`src/csf_pkg.sv`:
```
// ----------------------------------------------------------------------------
// csf_pkg
// Shared types and constants for the CSV field splitter.
// ----------------------------------------------------------------------------
package csf_pkg;

    localparam logic [7:0] CH_QUOTE = 8'h22;
    localparam logic [7:0] CH_COMMA = 8'h2C;
    localparam logic [7:0] CH_NUL   = 8'h00;
    localparam logic [7:0] CH_TAB   = 8'h09;
    localparam logic [7:0] CH_CR    = 8'h0D;
    localparam logic [7:0] CH_SPACE = 8'h20;

    typedef enum logic [1:0] {
        MODE_PLAIN  = 2'd0,
        MODE_QUOTED = 2'd1,
        MODE_AFTERQ = 2'd2
    } quote_mode_t;

    typedef enum logic {
        ACT_DATA = 1'b0,
        ACT_EOR  = 1'b1
    } action_t;

    typedef struct packed {
        quote_mode_t quote_mode;
        logic        skip_blank;
        logic        row_finished;
    } parse_state_t;

    localparam parse_state_t STATE_RESET = '{
        quote_mode:   MODE_PLAIN,
        skip_blank:   1'b0,
        row_finished: 1'b0
    };

    typedef struct packed {
        logic       valid;
        logic [7:0] out_byte;
        logic       field_end;
        logic       row_end;
    } parse_result_t;

endpackage

```
`src/csf_decode.sv`:
```
// ----------------------------------------------------------------------------
// csf_decode
// Per-byte parse step: current state and one beat in, next state and
// an optional result out. Purely combinational.
// ----------------------------------------------------------------------------
module csf_decode
(
    input  csf_pkg::parse_state_t  state,
    input  logic                   action,
    input  logic [7:0]             in_byte,
    output csf_pkg::parse_state_t  state_next,
    output csf_pkg::parse_result_t result
);

    logic blank;

    assign blank = ((in_byte >= csf_pkg::CH_TAB) && (in_byte <= csf_pkg::CH_CR))
                   || (in_byte == csf_pkg::CH_SPACE);

    always_comb
    begin
        state_next = state;
        result     = '{valid: 1'b0, out_byte: 8'h00, field_end: 1'b0, row_end: 1'b0};

        if (action == csf_pkg::ACT_EOR)
        begin
            state_next = csf_pkg::STATE_RESET;
            if (!state.row_finished)
            begin
                result = '{valid: 1'b1, out_byte: 8'h00, field_end: 1'b1, row_end: 1'b1};
            end
        end
        else if (state.row_finished)
        begin
            // bytes after a NUL are dropped until end of row
        end
        else if (in_byte == csf_pkg::CH_NUL)
        begin
            state_next = '{quote_mode: csf_pkg::MODE_PLAIN, skip_blank: 1'b0,
                           row_finished: 1'b1};
            result     = '{valid: 1'b1, out_byte: 8'h00, field_end: 1'b1, row_end: 1'b1};
        end
        else if (state.skip_blank && blank)
        begin
            // leading whitespace after a comma
        end
        else
        begin
            state_next.skip_blank = 1'b0;
            case (state.quote_mode)
                csf_pkg::MODE_QUOTED:
                begin
                    if (in_byte == csf_pkg::CH_QUOTE)
                    begin
                        state_next.quote_mode = csf_pkg::MODE_AFTERQ;
                    end
                    else
                    begin
                        result = '{valid: 1'b1, out_byte: in_byte, field_end: 1'b0,
                                   row_end: 1'b0};
                    end
                end
                csf_pkg::MODE_AFTERQ:
                begin
                    if (in_byte == csf_pkg::CH_QUOTE)
                    begin
                        // doubled quote: one literal quote
                        state_next.quote_mode = csf_pkg::MODE_QUOTED;
                        result = '{valid: 1'b1, out_byte: in_byte, field_end: 1'b0,
                                   row_end: 1'b0};
                    end
                    else if (in_byte == csf_pkg::CH_COMMA)
                    begin
                        state_next.quote_mode = csf_pkg::MODE_PLAIN;
                        state_next.skip_blank = 1'b1;
                        result = '{valid: 1'b1, out_byte: 8'h00, field_end: 1'b1,
                                   row_end: 1'b0};
                    end
                    else
                    begin
                        state_next.quote_mode = csf_pkg::MODE_PLAIN;
                        result = '{valid: 1'b1, out_byte: in_byte, field_end: 1'b0,
                                   row_end: 1'b0};
                    end
                end
                default:
                begin
                    // plain; the unused code behaves as plain too
                    state_next.quote_mode = csf_pkg::MODE_PLAIN;
                    if (in_byte == csf_pkg::CH_QUOTE)
                    begin
                        state_next.quote_mode = csf_pkg::MODE_QUOTED;
                    end
                    else if (in_byte == csf_pkg::CH_COMMA)
                    begin
                        state_next.skip_blank = 1'b1;
                        result = '{valid: 1'b1, out_byte: 8'h00, field_end: 1'b1,
                                   row_end: 1'b0};
                    end
                    else
                    begin
                        result = '{valid: 1'b1, out_byte: in_byte, field_end: 1'b0,
                                   row_end: 1'b0};
                    end
                end
            endcase
        end
    end

endmodule

```
`src/csf_out_stage.sv`:
```
// ----------------------------------------------------------------------------
// csf_out_stage
// Result register with valid/ready towards the receiver.
// ----------------------------------------------------------------------------
module csf_out_stage
(
    input  logic                   clk,
    input  logic                   rst_n,
    input  logic                   load,
    input  csf_pkg::parse_result_t result,
    output logic                   can_load,
    output logic                   out_valid,
    input  logic                   out_ready,
    output logic [7:0]             out_byte,
    output logic                   field_end,
    output logic                   row_end
);

    logic       valid_reg;
    logic       valid_next;
    logic [7:0] byte_reg;
    logic       fe_reg;
    logic       re_reg;

    assign can_load   = !valid_reg || out_ready;
    assign valid_next = (load && result.valid) || (valid_reg && !out_ready);

    always_ff @(posedge clk or negedge rst_n)
    begin
        if (!rst_n)
        begin
            valid_reg <= 1'b0;
        end
        else
        begin
            valid_reg <= valid_next;
        end
    end

    // payload, no reset
    always_ff @(posedge clk)
    begin
        if (load && result.valid)
        begin
            byte_reg <= result.out_byte;
            fe_reg   <= result.field_end;
            re_reg   <= result.row_end;
        end
    end

    assign out_valid = valid_reg;
    assign out_byte  = byte_reg;
    assign field_end = fe_reg;
    assign row_end   = re_reg;

endmodule

```
`src/csv_field_splitter.sv`:
```
// ----------------------------------------------------------------------------
// csv_field_splitter
// Splits a CSV row, one byte per beat, into unquoted field bytes and
// field/row end markers.
// ----------------------------------------------------------------------------
// Usage:
//   Input channel (in_valid/in_ready): one beat per row byte (action = 0)
//   or an end-of-row beat (action = 1, in_byte ignored).
//   Output channel (out_valid/out_ready): zero or one result per input beat,
//   either a field byte (field_end = 0) or a field end (field_end = 1,
//   out_byte = 0), row_end marking the row's last field.
//   Path: a beat is captured in the input register and its result is
//   loaded from there into the result register, which drives out_valid.
//   Throughput: one beat per cycle while no held result blocks the input
//   register (see Stall), set by the state update in the decode step
//   between the two registers.
//   Reset: both registers empty, quote mode plain, no blank skipping, row
//   not finished.
//   Stall: a held result blocks the input register only if the beat there
//   produces a result; in_ready then drops until out_ready returns.
// ----------------------------------------------------------------------------
module csv_field_splitter
(
    input  logic       clk,
    input  logic       rst_n,
    input  logic       in_valid,
    output logic       in_ready,
    input  logic       action,
    input  logic [7:0] in_byte,
    output logic       out_valid,
    input  logic       out_ready,
    output logic [7:0] out_byte,
    output logic       field_end,
    output logic       row_end
);

    // input register
    logic       iv_reg;
    logic       iv_next;
    logic       act_reg;
    logic [7:0] byte_reg;

    // parse state
    csf_pkg::parse_state_t  state_reg;
    csf_pkg::parse_state_t  state_next;
    csf_pkg::parse_result_t result;

    logic can_load;
    logic advance;
    logic in_fire;

    csf_decode u_decode
    (
        .state      (state_reg),
        .action     (act_reg),
        .in_byte    (byte_reg),
        .state_next (state_next),
        .result     (result)
    );

    // a beat leaves the input register when it makes no result or the
    // result register has room
    assign advance  = iv_reg && (!result.valid || can_load);
    assign in_ready = !iv_reg || advance;
    assign in_fire  = in_valid && in_ready;
    assign iv_next  = in_fire || (iv_reg && !advance);

    always_ff @(posedge clk or negedge rst_n)
    begin
        if (!rst_n)
        begin
            iv_reg    <= 1'b0;
            state_reg <= csf_pkg::STATE_RESET;
        end
        else
        begin
            iv_reg <= iv_next;
            if (advance)
            begin
                state_reg <= state_next;
            end
        end
    end

    always_ff @(posedge clk)
    begin
        if (in_fire)
        begin
            act_reg  <= action;
            byte_reg <= in_byte;
        end
    end

    csf_out_stage u_out
    (
        .clk       (clk),
        .rst_n     (rst_n),
        .load      (advance),
        .result    (result),
        .can_load  (can_load),
        .out_valid (out_valid),
        .out_ready (out_ready),
        .out_byte  (out_byte),
        .field_end (field_end),
        .row_end   (row_end)
    );

endmodule

```
`config.mk`:
```
export PLATFORM = sky130hd
export DESIGN_NAME = csv_field_splitter
export DESIGN_NICKNAME = d
export VERILOG_FILES = /design/src/csf_pkg.sv /design/src/csf_decode.sv /design/src/csf_out_stage.sv /design/src/csv_field_splitter.sv
export SDC_FILE = /design/constraint.sdc
export NUM_CORES = 1
export LEC_CHECK = 0
export ABC_AREA = 1
export CORE_MARGIN = 5
export CORE_UTILIZATION = 45
export CTS_BUF_LIST = sky130_fd_sc_hd__clkbuf_8 sky130_fd_sc_hd__clkbuf_16
export DETAILED_ROUTE_END_ITERATION = 10
export DONT_BUFFER_PORTS = 1
export PLACE_DENSITY = 0.6
export SETUP_SLACK_MARGIN = 0.2
export SYNTH_ARGS = -nofsm -noshare
export SYNTH_HDL_FRONTEND = slang
export SYNTH_SLANG_ARGS = --single-unit
```
`constraint.sdc`:
```
create_clock -name clk -period 2.3 [get_ports clk]
set_input_delay 0.115 -clock clk [delete_from_list [all_inputs] [get_ports clk]]
set_output_delay 0.115 -clock clk [all_outputs]
set_load 0.02 [all_outputs]
```
Yosys cells after proc, flatten, opt, wreduce, memory -nomap -nowiden

Cells that the tools add are included.

Word-level logic and storage cells: 62
Output and inout port bits: 12
Register bits after elaboration: 25

Equality and inequality tests: 8
Order comparisons: 2
Multiplexer cells: 21
Reductions and logical operators: 21

Operator list:

| operator           | count |
|---|---|
| $mux 11            | 7 |
| $eq 8x6->1 const B | 3 |
| $pmux 11 s2        | 1 |
| $mux 10            | 2 |
| $ge 8x4->1 const B | 1 |
| $le 8x4->1 const B | 1 |
| $logic_not 8->1    | 1 |
| $mux 4             | 2 |
| $logic_and 1x1->1  | 7 |
| $logic_or 1x1->1   | 6 |
| $mux 3             | 2 |
| $logic_not 1->1    | 5 |
| $mux 1             | 5 |
| $mux 2             | 2 |
| $ne 4x2->1 const B | 1 |
| $reduce_and 4->1   | 1 |
| $ne 3x2->1 const B | 1 |
| $reduce_and 3->1   | 1 |
| $eq 2x1->1 const B | 1 |
| $eq 2x2->1 const B | 1 |
| $ne 2x2->1 const B | 1 |

Longest topological paths before layout

Depth after elaboration: 14
Depth in mapped cells: 13
Mapped depth without buffers: 13

Cells and area by module

Synthesis repeated with hierarchy kept, for this count alone.

Cell total of the unflattened synthesis: 142
Area total of the unflattened synthesis: 1,261.2 um2

Modules (own cells, without submodules):

| module             | area an instance (um2) | cells an instance | instances |
|---|---|---|---|
| csv_field_splitter | 490.5                  | 35                | 1 |
| csf_decode         | 421.7                  | 91                | 1 |
| csf_out_stage      | 349.1                  | 16                | 1 |

Worst setup path after synthesis

Ideal clock, no wire load.

Path type: register to register
From: register state_reg[2] (netlist bit)
To: register u_out.fe_reg, in the netlist u_out.field_end, enable pin
Required time: 1.966 ns
Clock period less this slack: 1.859 ns
Path slack: 0.441 ns
Buffers on the path: 0
Arrival: 1.525 ns
Library setup time: 0.334 ns
Stages on the path, launching flop included: 11
Path through: dfrtp_1 inv_1 ha_1 nand3b_2 nand2_2 inv_2 nand2_2 nand2_4 a21oi_4 nand2_1 inv_1

Word-level cells in the longest chain between the ends: 10
Elaborated cells between the ends (all ways): 11
Classes of those cells: 2 x eq/ne; 5 x mux; 4 x reduce/logical

RTL lines:

| element                                         | line                     | RTL |
|---|---|---|
| from (decl)                                     | csv_field_splitter.sv:44 | `csf_pkg::parse_state_t state_reg;` |
| from (signal assigned)                          | csv_field_splitter.sv:73 | `state_reg <= csf_pkg::STATE_RESET;` |
| from (signal assigned)                          | csv_field_splitter.sv:80 | `state_reg <= state_next;` |
| $eq 2x2->1 / $eq 2x1->1 (equally long branches) | csf_decode.sv:50         | `case (state.quote_mode)` |
| $pmux 11 s2 *                                   | csf_decode.sv:50         |  |
| $mux 11 *                                       | csf_decode.sv:43         | `else if (state.skip_blank && blank)` |
| $mux 11 *                                       | csf_decode.sv:37         | `else if (in_byte == csf_pkg::CH_NUL)` |
| $mux 11 *                                       | csf_decode.sv:33         | `else if (state.row_finished)` |
| $mux 11 *                                       | csf_decode.sv:25         | `if (action == csf_pkg::ACT_EOR)` |
| $logic_not 1->1                                 | csv_field_splitter.sv:63 | `assign advance = iv_reg && (!result.valid \|\| can_load);` |
| $logic_or 1x1->1                                | csv_field_splitter.sv:63 |  |
| $logic_and 1x1->1                               | csv_field_splitter.sv:63 |  |
| $logic_and 1x1->1 *                             | csf_out_stage.sv:43      | `if (load && result.valid)` |
| to (signal assigned)                            | csf_out_stage.sv:46      | `fe_reg <= result.field_end;` |
| to (decl)                                       | csf_out_stage.sv:22      | `logic fe_reg;` |

Every way passes the cells marked *; elsewhere a longest branch is shown, timed or not.
A chain may end at the register's enable or synchronous reset.

Final worst setup path

From: register byte_reg[5]
To: register u_out.byte_reg[5], in the netlist u_out.out_byte[5], enable pin

Word-level cells in the longest chain between the ends: 12
Elaborated cells between the ends (all ways): 19
Classes of those cells: 2 x order compare; 2 x eq/ne; 7 x mux; 8 x reduce/logical

RTL lines:

| element                                         | line                     | RTL |
|---|---|---|
| from (decl)                                     | csv_field_splitter.sv:41 | `logic [7:0] byte_reg;` |
| from (signal assigned)                          | csv_field_splitter.sv:90 | `byte_reg <= in_byte;` |
| $ge 8x4->1 / $le 8x4->1 (equally long branches) | csf_decode.sv:17         | `assign blank = ((in_byte >= csf_pkg::CH_TAB) && (in_byte <= csf_pkg::CH_CR))` |
| $logic_and 1x1->1                               | csf_decode.sv:17         |  |
| $logic_or 1x1->1                                | csf_decode.sv:18         | `\|\| (in_byte == csf_pkg::CH_SPACE);` |
| $logic_and 1x1->1                               | csf_decode.sv:43         |  |
| $mux 11                                         | csf_decode.sv:43         |  |
| $mux 11 *                                       | csf_decode.sv:37         |  |
| $mux 11 *                                       | csf_decode.sv:33         |  |
| $mux 11 *                                       | csf_decode.sv:25         |  |
| $logic_not 1->1                                 | csv_field_splitter.sv:63 |  |
| $logic_or 1x1->1                                | csv_field_splitter.sv:63 |  |
| $logic_and 1x1->1                               | csv_field_splitter.sv:63 |  |
| $logic_and 1x1->1 *                             | csf_out_stage.sv:43      |  |
| to (signal assigned)                            | csf_out_stage.sv:45      | `byte_reg <= result.out_byte;` |
| to (decl)                                       | csf_out_stage.sv:21      | `logic [7:0] byte_reg;` |

Marks and branches as above.

==> flow_summary.yaml <==
sta:
  skew_ns: 0.00474
  fin_crit_ns: 1.93
  rsz0062_at_grt: "no"
  timing.fmax_ghz: 0.517
  hold_viol: 0
  finalSetupViolations: 0
  slew-limit-headroom_pct: 78.2
  tightest_slew_ns: 0.326
  fin_crit_sh_pct: 84.1
  slew_viol_final: 0
  setup-tns-final_ns: 0
synth:
  synth_top_family_by_area: "simple AND/OR/NAND/NOR gates"
  yosysMostFrequentCell: "nand2_1"
  ys_seq_area_share_pct: 58.3
  synth_compound_area_share_pct: 4.96
  synth_top_area_share_pct: 46.2
  synth_nets: 146
  synth_adder_area_share_pct: 2.02
  synthSimpleGateAreaFrac_pct: 27.4
  ys.flop_type: "edfxtp_1"
  syn_area_um2: 1240
  async_reset_ff_share_pct: 24.0
  ys_warn_count: 0
  synth_edf_count: 19
  syn_area_per_cell_um2: 9.44
  synthTopCellsByArea: "edfxtp_1 (46%), dfrtp_1 (12%), nand2_1 (10%)"
  netlist-cell-type-count: 24
  muxShareOfSynthArea_pct: 0
  synth-xor-area-share_pct: 0
  synth_common_cells: "nand2_1 (34), inv_1 (20), edfxtp_1 (19), nor2_1 (16)"
  yosys.area.top_type: "edfxtp_1"
  synthCells: 131
  ys_ff_latch: 25
critical_path:
  worstReg2RegStart: "byte_reg[5]"
  crit_chain: "nor2_2 -> nand2_1 -> nor2_1 -> nand2_1 -> nand2_1 -> nand2_1 -> nand2_2 -> nand2_4 -> a21oi_4 -> nand2_2 -> clkinvlp_4"
  slowest_delay_ns: 0.44
  worstPathRequired_ns: 2.28
  path_common_cell: "nand2_1"
  r2r_slack_ns: 0.37
  reg2reg_depth: 11
  rr_endpoint: "u_out.out_byte[5]"
  cp-end-kind: "register"
  startpoint_type: "register"
  crit_fanout: 5
  cpMaxStageDelayCell: "edfxtp_1"
  arrival_ns: 1.92
  path_class: "reg -> reg"
final_layout:
  drive_gt1_share_pct: 19.9
  fin_util_pct: 55.4
  diodes: 0
  final_area_um2: 1490
  fin_nets: 167
  fin_cells: 182
  areaGrowthSynthToFinish_pct: 20.3
grt:
  grt_antenna_before_repair: 0
  grtUsageTotal_pct: 11.8
  grt_pass1_wl_mm: 3.73
  grt_max_degree: 16
  grt_pass1_vias: 873
  grt_overflow_total: 0
clocking:
  ctsLongestPathBuffers: 2
  cts_sinks: 25
  clkSlewWorstSetupHoldPaths_ns: 0.09
  cts_tree: "done"
  clk_latency_ns: 0.27
  root_buffer: "clkbuf_8"
  cts.htree.levels: 1
  cts_made_buffers: 3
status:
  status: "completed"
pwr:
  ir_drop_mv: 0.397
  powerDensity_nw_per_um2: 634
  p_total_mw: 0.944
  leakagePower_nw: 0.690
route:
  totalWireLength_mm: 2.19
  wl_per_cell_um: 12.0
  first_iter_violations: 26
  top_layer_used: "met4"
  antenna_left: 0
  viasPerCell: 4.86
  wl_met2_mm: 1.02
  drcViolationCount: 0
  drtPass1Iterations: 5
  wl_met1_mm: 1.05
  num_vias: 884
  wl_met3_um: 91
floorplan:
  die_w_um: 62.4
  num_io_pins: 25
  fp-row-count: 19
  initial_utilization_pct: 46.0
  die_y_um: 62.4
  core_area_um2: 2690
  die_area_um2: 3900
min_path:
  hold_path_class: "in -> async"
placed_design:
  dpl_cell_area_um2: 1280
  dp.cells: 163
  dp_hpwl_mm: 1.66
  place.gp.congestion: 0.877
  numPortBuffers: 0
job:
  maxCapViolations: 0
==> cells by family (layout without fill, tap and decap cells) <==
logic type,after synthesis,after routing
simple gates,72,72
flops,25,25
buf+inv,24,44
compound gates,8,8
fa+ha+maj,2,2
==> routing by layer <==
layer,vias up,GRT usage [%]
li1,458,-
met4,0,4.77
met3,5,2.16
met1,394,15.4
met2,27,19.0
met5,-,0
==> through the flow <==
stage	worst slack, ns	hold WS (ns)
3_5_place_dp	0.256	-0.180
5_1_grt	0.216	0.172
6_report	0.366	0.151
3_3_place_gp	0.288	-0.180
2_1_floorplan	0.441	-0.181
4_1_cts	0.242	0.157
==> repair_timing <==
action / 4_1_cts / 5_1_grt
hold buffers: 12 / 0
endpoints found under the setup margin: 0 / 10
setup buffers: 0 / 2
gates resized for setup: 0 / 5
endpoints found under the hold margin: 17 / 0
==> cell usage in the layout, fill, tap and decap left out, drive strengths merged <==
| master | synthesis | layout |
|---|---|---|
| a21oi | 3 | 3 |
| buf | 0 | 3 |
| clkbuf | 0 | 3 |
| clkinvlp | 0 | 3 |
| dfrtp | 6 | 6 |
| dlygate4sd3 | 0 | 12 |
| edfxtp | 19 | 19 |
| ha | 2 | 2 |
| inv | 24 | 23 |
| nand2 | 41 | 41 |
| nand3 | 4 | 4 |
| nand3b | 1 | 1 |
| nand4 | 3 | 3 |
| nor2 | 19 | 19 |
| nor3 | 2 | 2 |
| nor4 | 2 | 2 |
| o211ai | 1 | 1 |
| o21ai | 2 | 2 |
| o22ai | 1 | 1 |
| o31ai | 1 | 1 |
==> worst max path at each step <==
stage,start,to
6_report,byte_reg[5],u_out.out_byte[5]
2_1_floorplan,state_reg[2],u_out.field_end
3_3_place_gp,state_reg[2],u_out.out_byte[6]
4_1_cts,state_reg[2],u_out.out_byte[5]
5_1_grt,byte_reg[2],u_out.out_byte[5]
3_5_place_dp,state_reg[2],u_out.out_byte[7]
==> final cells by class <==
type | count | area (µm²)
clock buffer | 3 | 41.3
clock inverter | 1 | 7.51
fill | 239 | 1200
inverter | 24 | 93.8
multi-input combinational | 82 | 435
sequential | 25 | 721
tap | 31 | 38.8
timing repair buffer | 15 | 143
timing repair inverter | 1 | 7.51
==> critical path: cells and delay by family, from the launching register on <==
family	cells	cell delay [ns]
and+or+nand+nor	9	0.84
DFF	1	0.44
AOI/OAI and AO/OA	1	0.21
buffers and inverters	1	0.15
==> power by group <==
part	total (mW)	leakage (nW)	internal (mW)	switching [mW]
clock	0.260	0.0217	0.123	0.137
combinational	0.114	0.404	0.0436	0.0700
sequential	0.571	0.264	0.529	0.0411
No activity file was read; power rests on OpenSTA's default activity.
